`src/rtl/cdt_pkg.sv`:
```
// Shared types and constants for the countdown timer with alarm pattern.
// Used by every module of the block; depends on nothing.
package cdt_pkg;

    typedef enum logic [2:0] {
        MODE_RESET   = 3'd0,
        MODE_DELAY   = 3'd1,
        MODE_RUN     = 3'd2,
        MODE_ALARM   = 3'd3,
        MODE_RESTART = 3'd4
    } mode_t;

    typedef enum logic [1:0] {
        PH_STOP      = 2'd0,
        PH_SOUND     = 2'd1,
        PH_SLICE_OFF = 2'd2,
        PH_LONG_OFF  = 2'd3
    } phase_t;

    localparam logic [1:0] EV_NONE  = 2'd0;
    localparam logic [1:0] EV_CLICK = 2'd1;
    localparam logic [1:0] EV_LONG  = 2'd2;

    localparam int unsigned CFG_INDEX_W = 2;
    localparam logic [CFG_INDEX_W-1:0] CFG_SECOND_TICKS      = 2'd0;
    localparam logic [CFG_INDEX_W-1:0] CFG_START_DELAY_TICKS = 2'd1;

    localparam logic [15:0] SECOND_TICKS_RST      = 16'd1000;
    localparam logic [15:0] START_DELAY_TICKS_RST = 16'd5000;

    localparam logic [6:0] PRESET_90 = 7'd90;
    localparam logic [6:0] PRESET_60 = 7'd60;
    localparam logic [6:0] PRESET_45 = 7'd45;
    localparam logic [6:0] PRESET_30 = 7'd30;
    localparam logic [6:0] PRESET_15 = 7'd15;
    localparam logic [6:0] TENS_MIN  = 7'd10;

    // Pattern timing in ticks; slice counter runs mod 50 in step with the 1000-tick period.
    localparam logic [5:0] SLICE_LAST    = 6'd49;
    localparam logic [9:0] LONG_PAUSE_AT = 10'd500;
    localparam logic [9:0] PERIOD_TICKS  = 10'd1000;

    typedef struct packed {
        logic second;
        logic delay_done;
        logic slice;
        logic long_pause;
        logic period;
    } tick_flags_t;

    typedef struct packed {
        logic delay_count;
        logic second;
        logic delay_done;
        logic slice;
        logic long_pause;
        logic period;
    } tick_clear_t;

    typedef struct packed {
        logic [6:0] seconds_left;
        logic       tens_digit_on;
        logic [2:0] timer_mode;
        logic       tone_enable;
    } result_t;

endpackage

```
`src/rtl/cdt_ticks.sv`:
```
// Tick counters for the second, the start delay window and the alarm pattern.
// Raises the event flags; the controller clears them. Depends on cdt_pkg.
module cdt_ticks (
    input  logic                 clk,
    input  logic                 rst_n,
    input  logic                 en,
    input  logic [15:0]          second_ticks,
    input  logic [15:0]          start_delay_ticks,
    input  cdt_pkg::tick_clear_t clr,
    output cdt_pkg::tick_flags_t flags
);

    logic [15:0] second_count_reg, second_count_next;
    logic [15:0] delay_count_reg, delay_count_next;
    logic [9:0]  pattern_count_reg, pattern_count_next;
    logic [5:0]  slice_count_reg, slice_count_next;
    cdt_pkg::tick_flags_t flags_reg, flags_next;

    logic [15:0] sc_inc, dc_inc;
    logic [9:0]  pc_inc;
    logic        sec_hit, dly_hit, per_hit, slc_hit, lng_hit;

    always_comb
    begin
        sc_inc  = second_count_reg + 16'd1;
        dc_inc  = delay_count_reg + 16'd1;
        pc_inc  = pattern_count_reg + 10'd1;
        sec_hit = (sc_inc >= second_ticks);
        dly_hit = (dc_inc >= start_delay_ticks);
        per_hit = (pc_inc >= cdt_pkg::PERIOD_TICKS);
        slc_hit = (slice_count_reg == cdt_pkg::SLICE_LAST);
        lng_hit = (pc_inc == cdt_pkg::LONG_PAUSE_AT);

        flags.second     = flags_reg.second     | sec_hit;
        flags.delay_done = flags_reg.delay_done | dly_hit;
        flags.slice      = flags_reg.slice      | slc_hit;
        flags.long_pause = flags_reg.long_pause | lng_hit;
        flags.period     = flags_reg.period     | per_hit;

        second_count_next  = sec_hit ? 16'd0 : sc_inc;
        delay_count_next   = (clr.delay_count || dly_hit) ? 16'd0 : dc_inc;
        pattern_count_next = per_hit ? 10'd0 : pc_inc;
        slice_count_next   = slc_hit ? 6'd0 : slice_count_reg + 6'd1;

        flags_next.second     = flags.second     & ~clr.second;
        flags_next.delay_done = flags.delay_done & ~clr.delay_done;
        flags_next.slice      = flags.slice      & ~clr.slice;
        flags_next.long_pause = flags.long_pause & ~clr.long_pause;
        flags_next.period     = flags.period     & ~clr.period;
    end

    always_ff @(posedge clk or negedge rst_n)
    begin
        if (!rst_n)
        begin
            second_count_reg  <= '0;
            delay_count_reg   <= '0;
            pattern_count_reg <= '0;
            slice_count_reg   <= '0;
            flags_reg         <= '0;
        end
        else if (en)
        begin
            second_count_reg  <= second_count_next;
            delay_count_reg   <= delay_count_next;
            pattern_count_reg <= pattern_count_next;
            slice_count_reg   <= slice_count_next;
            flags_reg         <= flags_next;
        end
    end

endmodule

```
`src/rtl/cdt_ctrl.sv`:
```
// Mode controller, alarm beep sequencer and preset/countdown logic.
// Consumes one tick per enable and produces that tick's result. Depends on cdt_pkg.
module cdt_ctrl (
    input  logic                 clk,
    input  logic                 rst_n,
    input  logic                 en,
    input  logic [1:0]           button_event,
    input  cdt_pkg::tick_flags_t flags,
    output cdt_pkg::tick_clear_t clr,
    output cdt_pkg::result_t     result
);

    logic [1:0]      pending_reg, pending_next;
    logic [6:0]      count_reg, count_next;
    cdt_pkg::mode_t  mode_reg, mode_next;
    cdt_pkg::phase_t phase_reg, phase_next;

    logic [1:0]     pend_c;
    cdt_pkg::mode_t mode_c;
    logic [6:0]     count_c;
    logic           rst_load, go_delay, go_run, click, dec, alarm;
    logic           tone_next, slice_clr, long_clr, period_clr;

    // Next state: controller, then alarm sequencer, then preset clicks and countdown.
    always_comb
    begin
        pend_c   = pending_reg;
        mode_c   = mode_reg;
        count_c  = count_reg;
        rst_load = 1'b0;
        go_delay = 1'b0;
        go_run   = 1'b0;

        if (button_event == cdt_pkg::EV_CLICK || button_event == cdt_pkg::EV_LONG)
            pend_c = button_event;

        unique case (mode_reg)
            cdt_pkg::MODE_RESET:
            begin
                count_c  = cdt_pkg::PRESET_90;
                rst_load = 1'b1;
                if (pend_c == cdt_pkg::EV_CLICK)
                begin
                    mode_c   = cdt_pkg::MODE_DELAY;
                    go_delay = 1'b1;
                    pend_c   = cdt_pkg::EV_NONE;
                end
            end
            cdt_pkg::MODE_DELAY:
            begin
                if (flags.delay_done)
                begin
                    mode_c = cdt_pkg::MODE_RUN;
                    go_run = 1'b1;
                    pend_c = cdt_pkg::EV_NONE;
                end
            end
            cdt_pkg::MODE_RUN:
            begin
                if (pend_c == cdt_pkg::EV_LONG)
                begin
                    mode_c = cdt_pkg::MODE_RESET;
                    pend_c = cdt_pkg::EV_NONE;
                end
                else if (count_reg == 7'd0)
                    mode_c = cdt_pkg::MODE_ALARM;
            end
            cdt_pkg::MODE_ALARM:
            begin
                if (pend_c == cdt_pkg::EV_LONG)
                begin
                    mode_c = cdt_pkg::MODE_RESET;
                    pend_c = cdt_pkg::EV_NONE;
                end
            end
            cdt_pkg::MODE_RESTART:
            begin
                if (pend_c == cdt_pkg::EV_CLICK)
                begin
                    mode_c = cdt_pkg::MODE_RESET;
                    pend_c = cdt_pkg::EV_NONE;
                end
            end
            default:
            begin
            end
        endcase

        // Beep pattern; the gate follows the phase held before this tick.
        alarm      = (mode_c == cdt_pkg::MODE_ALARM);
        phase_next = phase_reg;
        tone_next  = 1'b0;
        slice_clr  = 1'b0;
        long_clr   = 1'b0;
        period_clr = 1'b0;
        unique case (phase_reg)
            cdt_pkg::PH_STOP:
            begin
                if (alarm)
                    phase_next = cdt_pkg::PH_SOUND;
            end
            cdt_pkg::PH_SOUND, cdt_pkg::PH_SLICE_OFF:
            begin
                tone_next = (phase_reg == cdt_pkg::PH_SOUND);
                if (!alarm)
                    phase_next = cdt_pkg::PH_STOP;
                else if (flags.slice)
                begin
                    phase_next = (phase_reg == cdt_pkg::PH_SOUND) ?
                                 cdt_pkg::PH_SLICE_OFF : cdt_pkg::PH_SOUND;
                    slice_clr  = 1'b1;
                end
                else if (flags.long_pause)
                begin
                    phase_next = cdt_pkg::PH_LONG_OFF;
                    long_clr   = 1'b1;
                end
            end
            cdt_pkg::PH_LONG_OFF:
            begin
                if (!alarm)
                    phase_next = cdt_pkg::PH_STOP;
                else if (flags.period)
                begin
                    phase_next = cdt_pkg::PH_SOUND;
                    period_clr = 1'b1;
                end
            end
            default:
            begin
            end
        endcase

        mode_next    = mode_c;
        pending_next = pend_c;
        count_next   = count_c;
        click        = (pend_c == cdt_pkg::EV_CLICK) && (mode_c == cdt_pkg::MODE_DELAY);
        if (click)
        begin
            pending_next = cdt_pkg::EV_NONE;
            priority if (count_c == cdt_pkg::PRESET_90)
                count_next = cdt_pkg::PRESET_60;
            else if (count_c == cdt_pkg::PRESET_60)
                count_next = cdt_pkg::PRESET_45;
            else if (count_c == cdt_pkg::PRESET_45)
                count_next = cdt_pkg::PRESET_30;
            else if (count_c == cdt_pkg::PRESET_30)
                count_next = cdt_pkg::PRESET_15;
            else
            begin
                count_next = 7'd0;
                mode_next  = cdt_pkg::MODE_RESTART;
            end
        end

        dec = flags.second && !go_delay && !go_run && !click
              && (mode_next == cdt_pkg::MODE_RUN);
        if (dec && count_next != 7'd0)
            count_next = count_next - 7'd1;
    end

    // Outputs: flag clears back to the tick counters and the result of this tick.
    always_comb
    begin
        clr.delay_count = rst_load | click;
        clr.second      = go_delay | go_run | click | dec;
        clr.delay_done  = rst_load | go_run | click;
        clr.slice       = slice_clr;
        clr.long_pause  = long_clr;
        clr.period      = period_clr;

        result.seconds_left  = count_next;
        result.tens_digit_on = (count_next >= cdt_pkg::TENS_MIN);
        result.timer_mode    = mode_next;
        result.tone_enable   = tone_next;
    end

    always_ff @(posedge clk or negedge rst_n)
    begin
        if (!rst_n)
        begin
            pending_reg <= cdt_pkg::EV_NONE;
            count_reg   <= cdt_pkg::PRESET_90;
            mode_reg    <= cdt_pkg::MODE_RESET;
            phase_reg   <= cdt_pkg::PH_STOP;
        end
        else if (en)
        begin
            pending_reg <= pending_next;
            count_reg   <= count_next;
            mode_reg    <= mode_next;
            phase_reg   <= phase_next;
        end
    end

endmodule

```
`src/rtl/countdown_timer_with_alarm_pattern.sv`:
```
// Countdown timer with alarm beep pattern: one input transaction per millisecond tick,
// one result transaction per tick. An accepted tick sits in the input register, passes the
// controller combinationally, and its result is registered into the output register and
// presented from there. A new tick is taken every cycle while the result side keeps
// up; a stalled result holds the tick in the input register and then stalls the input.
// Write configuration only while no tick is in flight.
// Depends on cdt_pkg, cdt_ticks and cdt_ctrl.
module countdown_timer_with_alarm_pattern (
    input  logic                            clk,
    input  logic                            rst_n,
    input  logic                            button_valid,
    output logic                            button_stall,
    input  logic [1:0]                      button_event,
    output logic                            result_valid,
    input  logic                            result_stall,
    output logic [6:0]                      seconds_left,
    output logic                            tens_digit_on,
    output logic [2:0]                      timer_mode,
    output logic                            tone_enable,
    input  logic                            cfg_valid,
    output logic                            cfg_ready,
    input  logic [cdt_pkg::CFG_INDEX_W-1:0] cfg_index,
    input  logic [15:0]                     cfg_data
);

    logic [15:0] second_ticks_reg, start_delay_ticks_reg;
    logic        in_valid_reg, in_valid_next;
    logic [1:0]  in_event_reg;
    logic        out_valid_reg, out_valid_next;
    cdt_pkg::result_t out_reg, result_c;
    cdt_pkg::tick_flags_t flags;
    cdt_pkg::tick_clear_t clr;

    logic out_free, advance, accept;

    assign cfg_ready    = 1'b1;
    assign out_free     = !out_valid_reg || !result_stall;
    assign advance      = in_valid_reg && out_free;
    assign button_stall = in_valid_reg && !out_free;
    assign accept       = button_valid && !button_stall;

    always_comb
    begin
        in_valid_next = accept ? 1'b1 : (advance ? 1'b0 : in_valid_reg);
        out_valid_next = advance ? 1'b1 : (out_free ? 1'b0 : out_valid_reg);
    end

    always_ff @(posedge clk or negedge rst_n)
    begin
        if (!rst_n)
        begin
            second_ticks_reg      <= cdt_pkg::SECOND_TICKS_RST;
            start_delay_ticks_reg <= cdt_pkg::START_DELAY_TICKS_RST;
        end
        else if (cfg_valid && cfg_ready)
        begin
            if (cfg_index == cdt_pkg::CFG_SECOND_TICKS)
                second_ticks_reg <= cfg_data;
            else if (cfg_index == cdt_pkg::CFG_START_DELAY_TICKS)
                start_delay_ticks_reg <= cfg_data;
        end
    end

    always_ff @(posedge clk or negedge rst_n)
    begin
        if (!rst_n)
        begin
            in_valid_reg  <= 1'b0;
            out_valid_reg <= 1'b0;
        end
        else
        begin
            in_valid_reg  <= in_valid_next;
            out_valid_reg <= out_valid_next;
        end
    end

    always_ff @(posedge clk)
    begin
        if (accept)
            in_event_reg <= button_event;
        if (advance)
            out_reg <= result_c;
    end

    cdt_ticks u_ticks (
        .clk               (clk),
        .rst_n             (rst_n),
        .en                (advance),
        .second_ticks      (second_ticks_reg),
        .start_delay_ticks (start_delay_ticks_reg),
        .clr               (clr),
        .flags             (flags)
    );

    cdt_ctrl u_ctrl (
        .clk          (clk),
        .rst_n        (rst_n),
        .en           (advance),
        .button_event (in_event_reg),
        .flags        (flags),
        .clr          (clr),
        .result       (result_c)
    );

    assign result_valid  = out_valid_reg;
    assign seconds_left  = out_reg.seconds_left;
    assign tens_digit_on = out_reg.tens_digit_on;
    assign timer_mode    = out_reg.timer_mode;
    assign tone_enable   = out_reg.tone_enable;

endmodule

```
`config.mk`:
```
export PLATFORM = sky130hd
export DESIGN_NAME = countdown_timer_with_alarm_pattern
export DESIGN_NICKNAME = d
export VERILOG_FILES = /design/src/rtl/cdt_pkg.sv /design/src/rtl/cdt_ticks.sv /design/src/rtl/cdt_ctrl.sv /design/src/rtl/countdown_timer_with_alarm_pattern.sv
export SDC_FILE = /design/constraint.sdc
export NUM_CORES = 1
export LEC_CHECK = 0
export BUFFER_PORTS_ARGS = -buffer_cell sky130_fd_sc_hd__buf_4
export CELL_PAD_IN_SITES_DETAIL_PLACEMENT = 1
export CELL_PAD_IN_SITES_GLOBAL_PLACEMENT = 1
export CORE_MARGIN = 10
export CORE_UTILIZATION = 54
export CTS_BUF_LIST = sky130_fd_sc_hd__clkbuf_4 sky130_fd_sc_hd__clkbuf_8
export DETAILED_ROUTE_END_ITERATION = 8
export PLACE_DENSITY_LB_ADDON = 0.1
export SLEW_MARGIN = 5
export SYNTH_ARGS = -nofsm -noshare
export SYNTH_HDL_FRONTEND = slang
export SYNTH_HIERARCHICAL = 1
export SYNTH_SLANG_ARGS = --single-unit
```
`constraint.sdc`:
```
create_clock -name clk -period 14.9 [get_ports clk]
set_input_delay 1.49 -clock clk [delete_from_list [all_inputs] [get_ports clk]]
set_output_delay 1.49 -clock clk [all_outputs]
set_load 0.01 [all_outputs]
```
==> run_results.csv <==
group,metric,value,unit
global_route,track_usage,0.213,
critical_path,cp.arrival,5.85,ns
logic_synthesis,synth_top_area_share,0.292,
timing,maxSlewHeadroom,0.351,
clock_network,cts_buffers,17,
clock_network,clock_path_buffers,2,
timing,max_freq,176,MHz
logic_synthesis,ys_ff_latch,115,
timing,drv_slew,0,
clock_network,path_clk_slew,0.07,ns
clock_network,cts_sinks,115,
logic_synthesis,synth_area_per_cell,9.99,sq um
clock_network,cts_tree,"yes",
timing,finalCritPeriodShare,0.380,
layout,fin_nets,831,
global_route,grt_pass1_wl,32100,um
placed_design,place_area,7690,sq um
min_path,hold_path_class,"reg2reg",
global_route,grt_pass1_vias,6215,
logic_synthesis,yosys.cell_types.count,88,
layout,final_cell_mix,"dfrtp_1, inv_1, nand2_1",
placed_design,dp_hpwl,13700,um
logic_synthesis,ys_warn_count,6,
logic_synthesis,synth_edf_count,14,
placed_design,place_congestion,0.889,
timing,hold_ws,0.494,ns
logic_synthesis,yosysTopAreaCell,"dfrtp_1",
power_and_ir_drop,internal-power,0.000762,W
layout,layout_commonest_cell,"dfrtp_1",
clock_network,cts_hold_buf,0,
timing,finalSetupTns,0,ns
power_and_ir_drop,p_leak,3.59,nW
timing,hold_viol_final,0,
logic_synthesis,synth-async-reset-ratio,0.878,
drt,drt_iter0_drc,389,
global_route,antenna_found_initial,0,
die,start_util,0.555,
layout,fin_area,8150,sq um
clock_network,clkLatencyLatePin,0.45,ns
logic_synthesis,synth_nets,806,
die,io_pins,40,
critical_path,critPathLaunchType,"register",
timing,rsz0062_at_grt,"no",
timing,period_minus_slack,5.67,ns
die,fp.dieArea,18700,sq um
timing,skew,0.00869,ns
global_route,gr-total-overflow,0,
clock_network,htree_levels,4,
clock_network,cts_root_buffer,"clkbuf_8",
logic_synthesis,yosysSeqAreaShare,0.402,
logic_synthesis,netlist_area,7380,sq um
logic_synthesis,synthCells,739,
power_and_ir_drop,power_density,148,nW/um^2
logic_synthesis,netlist_top_cells_area,"dfrtp_1, ha_1, mux2_2, edfxtp_1, dfstp_2",
critical_path,worstPathRequired,15.08,ns
clock_network,cts_resized,0,
die,core-area,13300,sq um
power_and_ir_drop,p_switching,0.000444,W
drt,via_per_inst,6.21,
drt,first_pass_iters,4,
drt,wl_per_cell,20.2,um
power_and_ir_drop,swShare,0.368,
clock_network,cts_setup_buffers,0,
global_route,grt_max_degree,88,
drt,antenna_left,0,
power_and_ir_drop,comb_power_share,0.326,
placed_design,port_buffers,38,
power_and_ir_drop,p_clk_frac,0.277,
timing,tightestPinTransition,0.974,ns
critical_path,setup.worst_path.class,"reg2reg",
status,status,"finished clean",
power_and_ir_drop,seq_power_share,0.397,
drt,wl,19200,um
layout,n_antenna_cell,0,
die,die_h,137,um
timing,finalSetupViolations,0,
logic_synthesis,synth_top_flop_cell,"dfrtp_1",
power_and_ir_drop,irDropWorstVdd,0.0793,mV
flow_run,cap_violations,0,
die,die_w,137,um
critical_path,critPathMaxFanout,12,
critical_path,end_kind,"register",
drt,vias,5916,
layout,drive_gt1_frac,0.223,
die,row_count,42,
layout,area_growth,10.4,%
drt,drcViolationCount,0,
synth_stat cells, drive strengths merged, types with 3 or more instances:
cell type,instances
a211oi,3
a21o,10
a21oi,23
a22o,5
a2bb2oi,4
a31o,9
a31oi,11
a32oi,3
a41oi,6
and2,7
and3,14
and4,6
buf,19
clkbuf,15
dfrtp,86
dfstp,15
edfxtp,14
ha,42
inv,58
mux2,43
mux2i,7
nand2,56
nand2b,12
nand3,31
nand4,17
nor2,30
nor2b,19
nor3,25
nor4,12
o211ai,3
o21a,5
o21ai,27
o22ai,12
o2bb2ai,10
o31ai,3
o41ai,5
or2,4
or3,6
or4,4
xnor2,15
xor2,14
worst max-delay path, cell delays in order (launching register included):
cell,delay (ns)
dfrtp_1,0.42
ha_1,0.25
and2_1,0.26
nand3_1,0.19
nor3_1,0.40
xor2_1,0.14
ha_1,0.22
a2111o_1,0.40
o211ai_1,0.12
o221a_2,0.35
nand4_1,0.24
o311a_4,0.44
or4_4,0.54
a21oi_2,0.22
inv_1,0.07
ha_1,0.22
inv_1,0.09
o41ai_1,0.08
nor3_1,0.25
xnor2_1,0.17
a31oi_1,0.13
o21ai_1,0.11
nand4bb_1,0.10
through the flow:
stage          total power [W]  setup WS, ns  utilization  instances
6_report               0.00121          9.23        0.613        953
5_1_grt                0.00128          8.72        0.613        953
4_1_cts                0.00121          9.31        0.613        953
3_5_place_dp          0.000869          9.32        0.579        921
3_3_place_gp          0.000840          9.65        0.579        921
2_1_floorplan         0.000749          9.96            -        739
worst paths after layout:
check,to,startpoint,cells after the start,slack [ns]
worst max-delay path,tens_digit_on$_DFFE_PP_,u_ticks/delay_count_reg[0]$_DFFE_PN0P_,22,9.23
worst min-delay path,result_valid$_DFFE_PN0P_,in_valid_reg$_DFFE_PN0P_,1,0.49
worst max register to register,tens_digit_on$_DFFE_PP_,u_ticks/delay_count_reg[0]$_DFFE_PN0P_,22,9.23
worst min register to register,result_valid$_DFFE_PN0P_,in_valid_reg$_DFFE_PN0P_,1,0.49
max in group asynchronous,u_ticks/second_count_reg[2]$_DFFE_PN0P_,rst_n,2,12.67
min in group asynchronous,u_ctrl/pending_reg[0]$_DFFE_PN0P_,rst_n,1,1.06
power groups by stage:
stage	Sequential [W]	Combinational, W	Clock [W]
floorplan	0.000444	0.000305	0
global placement	0.000476	0.000364	0
detailed placement	0.000483	0.000386	0
CTS	0.000478	0.000393	0.000340
global route	0.000491	0.000437	0.000355
finish	0.000479	0.000393	0.000334
cells by family (layout without fill, tap and decap cells):
kind of cell	count (synthesis)	in the layout	synth area share
xor gates and xnor gates	29	29	0.0344
buffers and inverters	92	130	0.0593
AOI/OAI and AO/OA	158	158	0.159
and+or+nand+nor	252	252	0.198
other	1	1	0.000508
DFF	115	115	0.402
adders and majority gates	42	42	0.0712
muxes	50	50	0.0751
layout make-up:
| type | count | area [sq um] |
|---|---|---|
| inverters | 58 | 218 |
| well taps | 176 | 220 |
| fillers | 1476 | 5150 |
| repair buffers | 40 | 300 |
| clock buffers | 23 | 304 |
| clock inverters | 9 | 149 |
| multi-input cells | 532 | 3990 |
| flip-flops and latches | 115 | 2970 |
per-layer routing:
metal / track usage / vias up / routed length (um)
li1: - / 2764 / -
met1: 0.261 / 3017 / 8390
met2: 0.368 / 111 / 9850
met3: 0.0469 / 24 / 770
met4: 0.0638 / 0 / 219
met5: 0 / - / 0
Power figures use the tool's default switching activity.
